--- src/rtl/rbd_pkg.sv ---
// ----------------------------------------------------------------------------
// rbd_pkg: shared types and constants for the ring buffer deque
// Sizes, operation and status codes, and the controller command bundle.
// ----------------------------------------------------------------------------
package rbd_pkg;

    // Storage geometry
    localparam int DEPTH      = 16;
    localparam int DATA_WIDTH = 32;
    localparam int ADDR_W     = $clog2(DEPTH);
    localparam int CNT_W      = $clog2(DEPTH + 1);

    // Port field widths
    localparam int OP_W     = 3;
    localparam int VALUE_W  = 32;
    localparam int OFF_W    = 4;
    localparam int STATUS_W = 2;
    localparam int COUNT_W  = 5;

    // Widths for offset compare and index arithmetic
    localparam int CMP_W = (OFF_W > CNT_W) ? OFF_W : CNT_W;
    localparam int SUM_W = ((OFF_W > ADDR_W) ? OFF_W : ADDR_W) + 1;

    typedef enum logic [OP_W-1:0] {
        OP_PUSH_FRONT = 3'd0,
        OP_PUSH_BACK  = 3'd1,
        OP_POP_FRONT  = 3'd2,
        OP_POP_BACK   = 3'd3,
        OP_READ_AT    = 3'd4,
        OP_PEEK_BACK  = 3'd5,
        OP_CLEAR      = 3'd6
    } t_op;

    typedef enum logic [STATUS_W-1:0] {
        ST_OK    = 2'd0,
        ST_FULL  = 2'd1,
        ST_EMPTY = 2'd2,
        ST_RANGE = 2'd3
    } t_status;

    // Controller to datapath commands
    typedef struct packed {
        logic exec;     // execute the accepted operation
        logic capture;  // load the store read data into the result
    } t_cmd;

endpackage

--- src/rtl/rbd_if.sv ---
// ----------------------------------------------------------------------------
// rbd_if: handshake channels of the ring buffer deque
// Operation channel and result channel, each with valid, ready and payload.
// ----------------------------------------------------------------------------
interface rbd_in_if;
    logic                        valid;
    logic                        ready;
    logic [rbd_pkg::OP_W-1:0]    operation;
    logic [rbd_pkg::VALUE_W-1:0] push_value;
    logic [rbd_pkg::OFF_W-1:0]   read_offset;

    modport source (output valid, output operation, output push_value,
                    output read_offset, input ready);
    modport sink   (input valid, input operation, input push_value,
                    input read_offset, output ready);
endinterface

interface rbd_out_if;
    logic                         valid;
    logic                         ready;
    logic [rbd_pkg::VALUE_W-1:0]  read_data;
    logic [rbd_pkg::STATUS_W-1:0] status;
    logic [rbd_pkg::COUNT_W-1:0]  count;
    logic                         is_empty;

    modport source (output valid, output read_data, output status,
                    output count, output is_empty, input ready);
    modport sink   (input valid, input read_data, input status,
                    input count, input is_empty, output ready);
endinterface

--- src/rtl/rbd_ram.sv ---
// ----------------------------------------------------------------------------
// rbd_ram: generic simple dual-port RAM
// One write port, one read port with registered read data.
// ----------------------------------------------------------------------------
module rbd_ram #(
    parameter int WIDTH = 32,
    parameter int DEPTH = 16
) (
    input  logic                     i_clk,
    input  logic                     i_we,
    input  logic [$clog2(DEPTH)-1:0] i_waddr,
    input  logic [WIDTH-1:0]         i_wdata,
    input  logic [$clog2(DEPTH)-1:0] i_raddr,
    output logic [WIDTH-1:0]         o_rdata
);
    logic [WIDTH-1:0] r_mem [DEPTH];
    logic [WIDTH-1:0] r_rdata;

    // Write and registered read
    always_ff @(posedge i_clk) begin
        if (i_we) begin
            r_mem[i_waddr] <= i_wdata;
        end
        r_rdata <= r_mem[i_raddr];
    end

    assign o_rdata = r_rdata;
endmodule

--- src/rtl/rbd_ctrl.sv ---
// ----------------------------------------------------------------------------
// rbd_ctrl: deque sequencer
// Accepts operations, waits in S_READ on store reads, and owns result valid.
// ----------------------------------------------------------------------------
module rbd_ctrl (
    input  logic                     i_clk,
    input  logic                     i_rst_n,
    input  logic                     i_in_valid,
    input  logic [rbd_pkg::OP_W-1:0] i_operation,
    input  logic                     i_out_ready,
    output logic                     o_in_ready,
    output logic                     o_out_valid,
    output rbd_pkg::t_cmd            o_cmd
);
    import rbd_pkg::*;

    typedef enum logic {
        S_IDLE,
        S_READ
    } t_state;

    t_state r_state, n_state;
    logic   r_out_valid, n_out_valid;
    logic   accept;
    logic   needs_read;

    // Take a new transaction once the result register is free or draining
    assign o_in_ready = (r_state == S_IDLE) && (!r_out_valid || i_out_ready);
    assign accept     = i_in_valid && o_in_ready;
    assign needs_read = (t_op'(i_operation) == OP_READ_AT) ||
                        (t_op'(i_operation) == OP_PEEK_BACK);

    assign o_cmd.exec    = accept;
    assign o_cmd.capture = (r_state == S_READ);
    assign o_out_valid   = r_out_valid;

    // Next state and result valid
    always_comb begin
        n_state     = r_state;
        n_out_valid = r_out_valid;
        unique case (r_state)
            S_IDLE: begin
                if (r_out_valid && i_out_ready) begin
                    n_out_valid = 1'b0;
                end
                if (accept) begin
                    if (needs_read) begin
                        n_state     = S_READ;
                        n_out_valid = 1'b0;
                    end else begin
                        n_out_valid = 1'b1;
                    end
                end
            end
            S_READ: begin
                n_state     = S_IDLE;
                n_out_valid = 1'b1;
            end
            default: begin
                n_state = S_IDLE;
            end
        endcase
    end

    // Hold state and result valid
    always_ff @(posedge i_clk) begin
        if (!i_rst_n) begin
            r_state     <= S_IDLE;
            r_out_valid <= 1'b0;
        end else begin
            r_state     <= n_state;
            r_out_valid <= n_out_valid;
        end
    end
endmodule

--- src/rtl/rbd_dpath.sv ---
// ----------------------------------------------------------------------------
// rbd_dpath: deque datapath
// Front and back pointers, occupancy count, ring store and result register.
// ----------------------------------------------------------------------------
module rbd_dpath (
    input  logic                         i_clk,
    input  logic                         i_rst_n,
    input  rbd_pkg::t_cmd                i_cmd,
    input  logic [rbd_pkg::OP_W-1:0]     i_operation,
    input  logic [rbd_pkg::VALUE_W-1:0]  i_push_value,
    input  logic [rbd_pkg::OFF_W-1:0]    i_read_offset,
    output logic [rbd_pkg::VALUE_W-1:0]  o_read_data,
    output logic [rbd_pkg::STATUS_W-1:0] o_status,
    output logic [rbd_pkg::COUNT_W-1:0]  o_count,
    output logic                         o_is_empty
);
    import rbd_pkg::*;

    localparam logic [ADDR_W-1:0] LAST_ADDR = ADDR_W'(DEPTH - 1);

    logic [ADDR_W-1:0]     r_head, n_head;
    logic [ADDR_W-1:0]     r_tail, n_tail;
    logic [CNT_W-1:0]      r_count, n_count;
    t_status               r_status, n_status;
    logic                  r_use_ram, n_use_ram;
    logic [DATA_WIDTH-1:0] r_rd;

    logic                  full;
    logic                  empty;
    logic [ADDR_W-1:0]     head_dec, head_inc, tail_dec, tail_inc;
    logic [SUM_W-1:0]      off_sum;
    logic [ADDR_W-1:0]     off_addr;
    logic                  we;
    logic [ADDR_W-1:0]     waddr;
    logic [ADDR_W-1:0]     raddr;
    logic [DATA_WIDTH-1:0] wdata;
    logic [DATA_WIDTH-1:0] ram_q;

    assign full  = (r_count == CNT_W'(DEPTH));
    assign empty = (r_count == '0);

    // Wrap pointers around the ring
    assign head_dec = (r_head == '0)        ? LAST_ADDR : r_head - 1'b1;
    assign head_inc = (r_head == LAST_ADDR) ? '0        : r_head + 1'b1;
    assign tail_dec = (r_tail == '0)        ? LAST_ADDR : r_tail - 1'b1;
    assign tail_inc = (r_tail == LAST_ADDR) ? '0        : r_tail + 1'b1;

    // Front-relative index; below twice the depth when in range
    assign off_sum  = SUM_W'(r_head) + SUM_W'(i_read_offset);
    assign off_addr = (off_sum >= SUM_W'(DEPTH)) ? ADDR_W'(off_sum - SUM_W'(DEPTH))
                                                 : ADDR_W'(off_sum);

    assign wdata = DATA_WIDTH'(i_push_value);

    // Decode the operation against the current pointers
    always_comb begin
        n_head    = r_head;
        n_tail    = r_tail;
        n_count   = r_count;
        n_status  = ST_OK;
        n_use_ram = 1'b0;
        we        = 1'b0;
        waddr     = head_dec;
        raddr     = off_addr;
        unique case (t_op'(i_operation))
            OP_PUSH_FRONT: begin
                if (full) begin
                    n_status = ST_FULL;
                end else begin
                    n_head  = head_dec;
                    n_count = r_count + 1'b1;
                    we      = 1'b1;
                    waddr   = head_dec;
                end
            end
            OP_PUSH_BACK: begin
                if (full) begin
                    n_status = ST_FULL;
                end else begin
                    n_tail  = tail_inc;
                    n_count = r_count + 1'b1;
                    we      = 1'b1;
                    waddr   = tail_inc;
                end
            end
            OP_POP_FRONT: begin
                if (empty) begin
                    n_status = ST_EMPTY;
                end else begin
                    n_head  = head_inc;
                    n_count = r_count - 1'b1;
                end
            end
            OP_POP_BACK: begin
                if (empty) begin
                    n_status = ST_EMPTY;
                end else begin
                    n_tail  = tail_dec;
                    n_count = r_count - 1'b1;
                end
            end
            OP_READ_AT: begin
                if (CMP_W'(i_read_offset) >= CMP_W'(r_count)) begin
                    n_status = ST_RANGE;
                end else begin
                    n_use_ram = 1'b1;
                    raddr     = off_addr;
                end
            end
            OP_PEEK_BACK: begin
                if (empty) begin
                    n_status = ST_EMPTY;
                end else begin
                    n_use_ram = 1'b1;
                    raddr     = r_tail;
                end
            end
            OP_CLEAR: begin
                n_head  = '0;
                n_tail  = LAST_ADDR;
                n_count = '0;
            end
            default: begin
            end
        endcase
    end

    rbd_ram #(
        .WIDTH (DATA_WIDTH),
        .DEPTH (DEPTH)
    ) u_ram (
        .i_clk   (i_clk),
        .i_we    (we && i_cmd.exec),
        .i_waddr (waddr),
        .i_wdata (wdata),
        .i_raddr (raddr),
        .o_rdata (ram_q)
    );

    // Advance pointers and count on each executed transaction
    always_ff @(posedge i_clk) begin
        if (!i_rst_n) begin
            r_head  <= '0;
            r_tail  <= LAST_ADDR;
            r_count <= '0;
        end else if (i_cmd.exec) begin
            r_head  <= n_head;
            r_tail  <= n_tail;
            r_count <= n_count;
        end
    end

    // Hold result payload
    always_ff @(posedge i_clk) begin
        if (i_cmd.exec) begin
            r_status  <= n_status;
            r_use_ram <= n_use_ram;
            r_rd      <= '0;
        end else if (i_cmd.capture) begin
            r_rd <= r_use_ram ? ram_q : '0;
        end
    end

    assign o_read_data = VALUE_W'(r_rd);
    assign o_status    = r_status;
    assign o_count     = COUNT_W'(r_count);
    assign o_is_empty  = empty;
endmodule

--- src/rtl/ring_buffer_deque.sv ---
// ----------------------------------------------------------------------------
// ring_buffer_deque: fixed-depth double-ended queue in a ring store
// Push and pop at either end, read by offset, peek back, clear; one result
// per operation with read data, status, count and empty flag.
//
//   channel  dir  signals                                  carries
//   i_in     in   valid ready operation push_value         one operation
//                 read_offset
//   o_out    out  valid ready read_data status count       one result
//                 is_empty
//
// Push, pop, clear and unused codes give their result in the cycle after
// acceptance; read at offset and peek back wait in S_READ for the registered
// read port of the ring store. One operation is in flight at a time.
// Reset is synchronous, active low; pointers and count clear, store contents
// are left as they are, and no clearing pass is needed.
// A new transaction is taken while the previous result is being taken.
// ----------------------------------------------------------------------------
module ring_buffer_deque (
    input  logic i_clk,
    input  logic i_rst_n,
    rbd_in_if.sink    i_in,
    rbd_out_if.source o_out
);
    import rbd_pkg::*;

    t_cmd cmd;

    rbd_ctrl u_ctrl (
        .i_clk       (i_clk),
        .i_rst_n     (i_rst_n),
        .i_in_valid  (i_in.valid),
        .i_operation (i_in.operation),
        .i_out_ready (o_out.ready),
        .o_in_ready  (i_in.ready),
        .o_out_valid (o_out.valid),
        .o_cmd       (cmd)
    );

    rbd_dpath u_dpath (
        .i_clk         (i_clk),
        .i_rst_n       (i_rst_n),
        .i_cmd         (cmd),
        .i_operation   (i_in.operation),
        .i_push_value  (i_in.push_value),
        .i_read_offset (i_in.read_offset),
        .o_read_data   (o_out.read_data),
        .o_status      (o_out.status),
        .o_count       (o_out.count),
        .o_is_empty    (o_out.is_empty)
    );
endmodule
--- src/flat_wrapper.sv ---
// flat-port wrapper written by rule: the top's interface ports become plain ports
module ring_buffer_deque_flat import rbd_pkg::*;
  (i_clk, i_rst_n, i_in_valid, i_in_operation, i_in_push_value, i_in_read_offset, i_in_ready, o_out_valid, o_out_read_data, o_out_status, o_out_count, o_out_is_empty, o_out_ready);
  rbd_in_if i_in_i ();
  rbd_out_if o_out_i ();
  input  logic i_clk;
  input  logic i_rst_n;
  input wire logic [$bits(i_in_i.valid)-1:0] i_in_valid;
  input wire logic [$bits(i_in_i.operation)-1:0] i_in_operation;
  input wire logic [$bits(i_in_i.push_value)-1:0] i_in_push_value;
  input wire logic [$bits(i_in_i.read_offset)-1:0] i_in_read_offset;
  output wire logic [$bits(i_in_i.ready)-1:0] i_in_ready;
  output wire logic [$bits(o_out_i.valid)-1:0] o_out_valid;
  output wire logic [$bits(o_out_i.read_data)-1:0] o_out_read_data;
  output wire logic [$bits(o_out_i.status)-1:0] o_out_status;
  output wire logic [$bits(o_out_i.count)-1:0] o_out_count;
  output wire logic [$bits(o_out_i.is_empty)-1:0] o_out_is_empty;
  input wire logic [$bits(o_out_i.ready)-1:0] o_out_ready;
  assign i_in_i.valid = i_in_valid;
  assign i_in_i.operation = i_in_operation;
  assign i_in_i.push_value = i_in_push_value;
  assign i_in_i.read_offset = i_in_read_offset;
  assign i_in_ready = i_in_i.ready;
  assign o_out_valid = o_out_i.valid;
  assign o_out_read_data = o_out_i.read_data;
  assign o_out_status = o_out_i.status;
  assign o_out_count = o_out_i.count;
  assign o_out_is_empty = o_out_i.is_empty;
  assign o_out_i.ready = o_out_ready;
  ring_buffer_deque u_core (.i_clk(i_clk), .i_rst_n(i_rst_n), .i_in(i_in_i), .o_out(o_out_i));
endmodule
--- config.mk ---
export PLATFORM = sky130hd
export DESIGN_NAME = ring_buffer_deque_flat
export DESIGN_NICKNAME = d
export VERILOG_FILES = /design/src/rtl/rbd_pkg.sv /design/src/rtl/rbd_if.sv /design/src/rtl/rbd_ram.sv /design/src/rtl/rbd_ctrl.sv /design/src/rtl/rbd_dpath.sv /design/src/rtl/ring_buffer_deque.sv /design/src/flat_wrapper.sv
export SDC_FILE = /design/constraint.sdc
export NUM_CORES = 1
export LEC_CHECK = 0
export BUFFER_PORTS_ARGS = -buffer_cell sky130_fd_sc_hd__buf_2
export CORE_ASPECT_RATIO = 0.5
export CORE_UTILIZATION = 56
export CTS_BUF_LIST = sky130_fd_sc_hd__clkbuf_8
export CTS_CLUSTER_SIZE = 25
export DETAILED_ROUTE_END_ITERATION = 10
export GPL_TIMING_DRIVEN = 0
export PLACE_DENSITY = 0.74
export SLEW_MARGIN = 20
export SYNTH_ARGS = -nofsm -noshare
export SYNTH_HDL_FRONTEND = slang
export SYNTH_HIERARCHICAL = 1
export SYNTH_SLANG_ARGS = --single-unit
--- constraint.sdc ---
create_clock -name i_clk -period 15.18 [get_ports i_clk]
set_input_delay 3.036 -clock i_clk [delete_from_list [all_inputs] [get_ports i_clk]]
set_output_delay 3.036 -clock i_clk [all_outputs]
set_load 0.02 [all_outputs]
==> qor.yml <==
outcome:
  status: "complete, no violations"
yosys:
  seq_area_frac_synth: 0.750
  synth-xor-area-share: 0.00347
  synth.largest_area_cell: "edfxtp_1"
  yosys_warnings: 6
  syn_area_mm2: 0.0227
  synth-simple-area-share: 0.0411
  netlist.area_leader.share: 0.681
  synth_commonest_cells: "515 x edfxtp_1, 128 x mux4_2, 79 x dfxtp_1"
  synth-adder-area-share: 0.0100
  synthFlopType: "edfxtp_1"
  ys_ff_latch: 594
  synth_top_family_by_area: "multiplexers"
  synthCells: 1194
  synthDistinctLibCells: 59
  yosysMostFrequentCell: "edfxtp_1"
  synthesis.nets: 1254
  synth_area_leaders: "edfxtp_1 68%, mux4_2 13%, dfxtp_1 7.0%"
  synth_compound_area_frac: 0.0494
  syn_area_per_cell_um2: 19.0
  async_reset_ff_frac: 0
  synth_mux_area_frac: 0.129
  synth_edf_count: 515
critical_path:
  required_ns: 12.14
  critical_path.slowest_cell: "buf_2"
  reg2reg_depth: 9
  rr_endpoint: "u_core/u_dpath/u_ram/r_mem[0][9]$_DFFE_PP_"
  arrival_ns: 3.52
  worstReg2RegStart: "u_core/u_ctrl/o_out_valid$_SDFFE_PN0P_"
  worstPathCellList: "buf_2, inv_1, a21oi_2, buf_2"
  cpPeakStageDelay_ns: 0.19
  crit_top_cell: "buf_2"
  path_class: "input port to output port"
  r2r_slack_ns: 11.15
  cp-start-kind: "input port"
  critPathMaxFanout: 4
  end_kind: "output port"
grt:
  antenna_found_initial: 3
  grt_max_degree: 21
  grtUsageTotal: 0.252
  grt_pass1_vias: 12300
  grt_overflow: 0
  grt_pass1_wl_um: 74900
floorplan:
  fp.dieW_um: 287
  die_h_um: 144
  rows: 51
  num_io_pins: 85
  fp.coreArea_mm2: 0.0394
  start_util: 0.576
  die-area_mm2: 0.0414
sta:
  worst_pin_slew_ns: 1.21
  clock_skew_ns: 0.0254
  hold_violations: 0
  setup_viol: 0
  setup-tns-final_ns: 0
  min_period_over_period: 0.432
  rsz0062_at_grt: "false"
  maxSlewViolCount: 0
  slew_headroom: 0.194
  finalCriticalPeriod_ns: 6.56
  fmax_mhz: 152
cells_and_area:
  area_growth_pct: 13.9
  final_net_count: 1451
  drive_above_1_share: 0.271
  seq_area_mm2: 0.0170
  fillers: 2551
  multi_input_comb_area_mm2: 0.00540
  n_antenna_cell: 0
  fin_area_mm2: 0.0259
power_and_ir_drop:
  leakagePower_nw: 8.86
  power.density_mw_per_mm2: 128
  vdd_drop_max_v: 0.0000561
worst_hold_path:
  holdPathStages: 2
  hp-class: "flop to flop"
  min_from: "u_core/u_dpath/u_ram/o_rdata[4]$_DFF_P_"
  holdPathEnd: "u_core/u_dpath/o_read_data[4]$_SDFFE_PP0P_"
clocking:
  htree_num_levels: 3
  cts_tree: "done"
  cts_setup_buffers: 0
  root_buffer: "clkbuf_8"
  clockBufferDepth: 3
  numCtsBuffers: 79
  clkSlewWorstSetupHoldPaths_ns: 0.06
  cts_hold_buffers: 0
  clock-sinks: 594
  clk_latency_ns: 0.63
  cts_resized: 0
run:
  drv_cap: 0
drt:
  met1_length_um: 20800
  drt-pass1-iter-count: 5
  wl_met3_um: 5550
  final_antenna_net_count: 0
  maxUsedRoutingLayer: "met5"
  drt_wl_total_um: 50500
  drt_iter0_markers: 1146
  viasPerCell: 6.17
  vias: 12300
  wire_per_inst_um: 25.5
  drc: 0
  dr_wl_met2_um: 23100
place:
  placed_area_mm2: 0.0244
  hpwl_um: 33200
  place_congestion: 0.784
  port-buffer-count: 84
-- worst max path at each step --
stage | from | endpoint | slack, ns | depth (start not counted)
6_report | o_out_ready | i_in_ready | 8.62 | 4
5_1_grt | o_out_ready | i_in_ready | 8.57 | 4
4_1_cts | o_out_ready | i_in_ready | 8.63 | 4
3_5_place_dp | o_out_ready | u_core/u_dpath/u_ram/r_mem[0][16]$_DFFE_PP_ | 8.38 | 11
3_3_place_gp | o_out_ready | u_core/u_dpath/u_ram/r_mem[0][18]$_DFFE_PP_ | 4.74 | 9
2_1_floorplan | o_out_ready | u_core/u_dpath/u_ram/r_mem[0][0]$_DFFE_PP_ | 7.82 | 8
-- sequential cells by signal, indices dropped and copies added (netlist names) --
| name | cells |
|---|---|
| u_core/u_dpath/r_use_ram | 1 |
| u_core/u_dpath/o_status | 2 |
| u_core/u_ctrl/r_state | 1 |
| u_core/u_dpath/u_ram/r_mem | 512 |
| u_core/u_dpath/u_ram/o_rdata | 32 |
| u_core/u_ctrl/o_out_valid | 1 |
| u_core/u_dpath/o_read_data | 32 |
| u_core/u_dpath/o_count | 5 |
| u_core/u_dpath/r_head | 4 |
| u_core/u_dpath/r_tail | 4 |
-- final cells by class --
| type | instances | area share |
|---|---|---|
| inverter | 19 | 0.00276 |
| buffer | 66 | 0.0118 |
| clock buffer | 87 | 0.0463 |
| timing repair buffer | 116 | 0.0368 |
| clock inverter | 57 | 0.00923 |
| multi-input combinational | 515 | 0.209 |
| sequential | 594 | 0.659 |
| tap | 530 | 0.0256 |
-- critical path: cells and delay by family --
| family | cells | cell delay (ns) |
|---|---|---|
| buffers and inverters | 3 | 0.31 |
| AOI/OAI and AO/OA | 1 | 0.18 |
-- through the flow --
stage | power, mW | utilization | hold WS, ns | setup slack [ns] | std cells
3_3_place_gp | 2.23 | 0.604 | 0.446 | 4.74 | 1808
5_1_grt | 3.44 | 0.656 | 0.480 | 8.57 | 1984
6_report | 3.32 | 0.656 | 0.452 | 8.62 | 1984
3_5_place_dp | 2.25 | 0.620 | 0.445 | 8.38 | 1840
4_1_cts | 3.34 | 0.656 | 0.458 | 8.63 | 1984
2_1_floorplan | 2.11 | - | 0.432 | 7.82 | 1194
-- where the power goes --
group          leakage, nW  internal, mW  switching [mW]
logic                 2.71         0.154           0.230
clock network        0.866         0.529           0.566
registers             5.29          1.82          0.0181
-- layer usage --
metal | up-vias | track usage
met2 | 692 | 0.383
met5 | - | 0
li1 | 5201 | -
met3 | 89 | 0.0715
met4 | 8 | 0.0703
met1 | 6261 | 0.359
-- logic make-up (layout without fill, tap and decap cells) --
| kind of cell | after synthesis | after routing |
|---|---|---|
| DFF | 594 | 594 |
| muxes | 133 | 133 |
| AOI/OAI and AO/OA | 167 | 167 |
| adders and majority gates | 17 | 17 |
| buffers and inverters | 85 | 345 |
| xor gates and xnor gates | 9 | 9 |
| and+or+nand+nor | 189 | 189 |
-- layout by cell type, fill, tap and decap left out, types with 3 or more instances in the layout --
master and count:
nand3b_1 3, a21oi_1 53, buf_16 13, nand3_1 10, clkinv_2 10, a22oi_1 65, clkbuf_8 87, nor3_2 4
and3_1 3, nor2_1 45, clkinv_1 13, mux2i_1 5, xor2_1 6, and2_1 3, xnor2_1 3, o21ai_0 14
buf_2 94, nand2_1 52, dfxtp_1 79, edfxtp_1 515, mux4_2 128, nor2b_1 39, ha_1 15, a32o_1 3
clkbuf_1 34, nand2b_1 5, o22ai_1 4, inv_1 51, buf_4 27, buf_1 10, nor2_4 12
(Power assumes the default switching activity.)
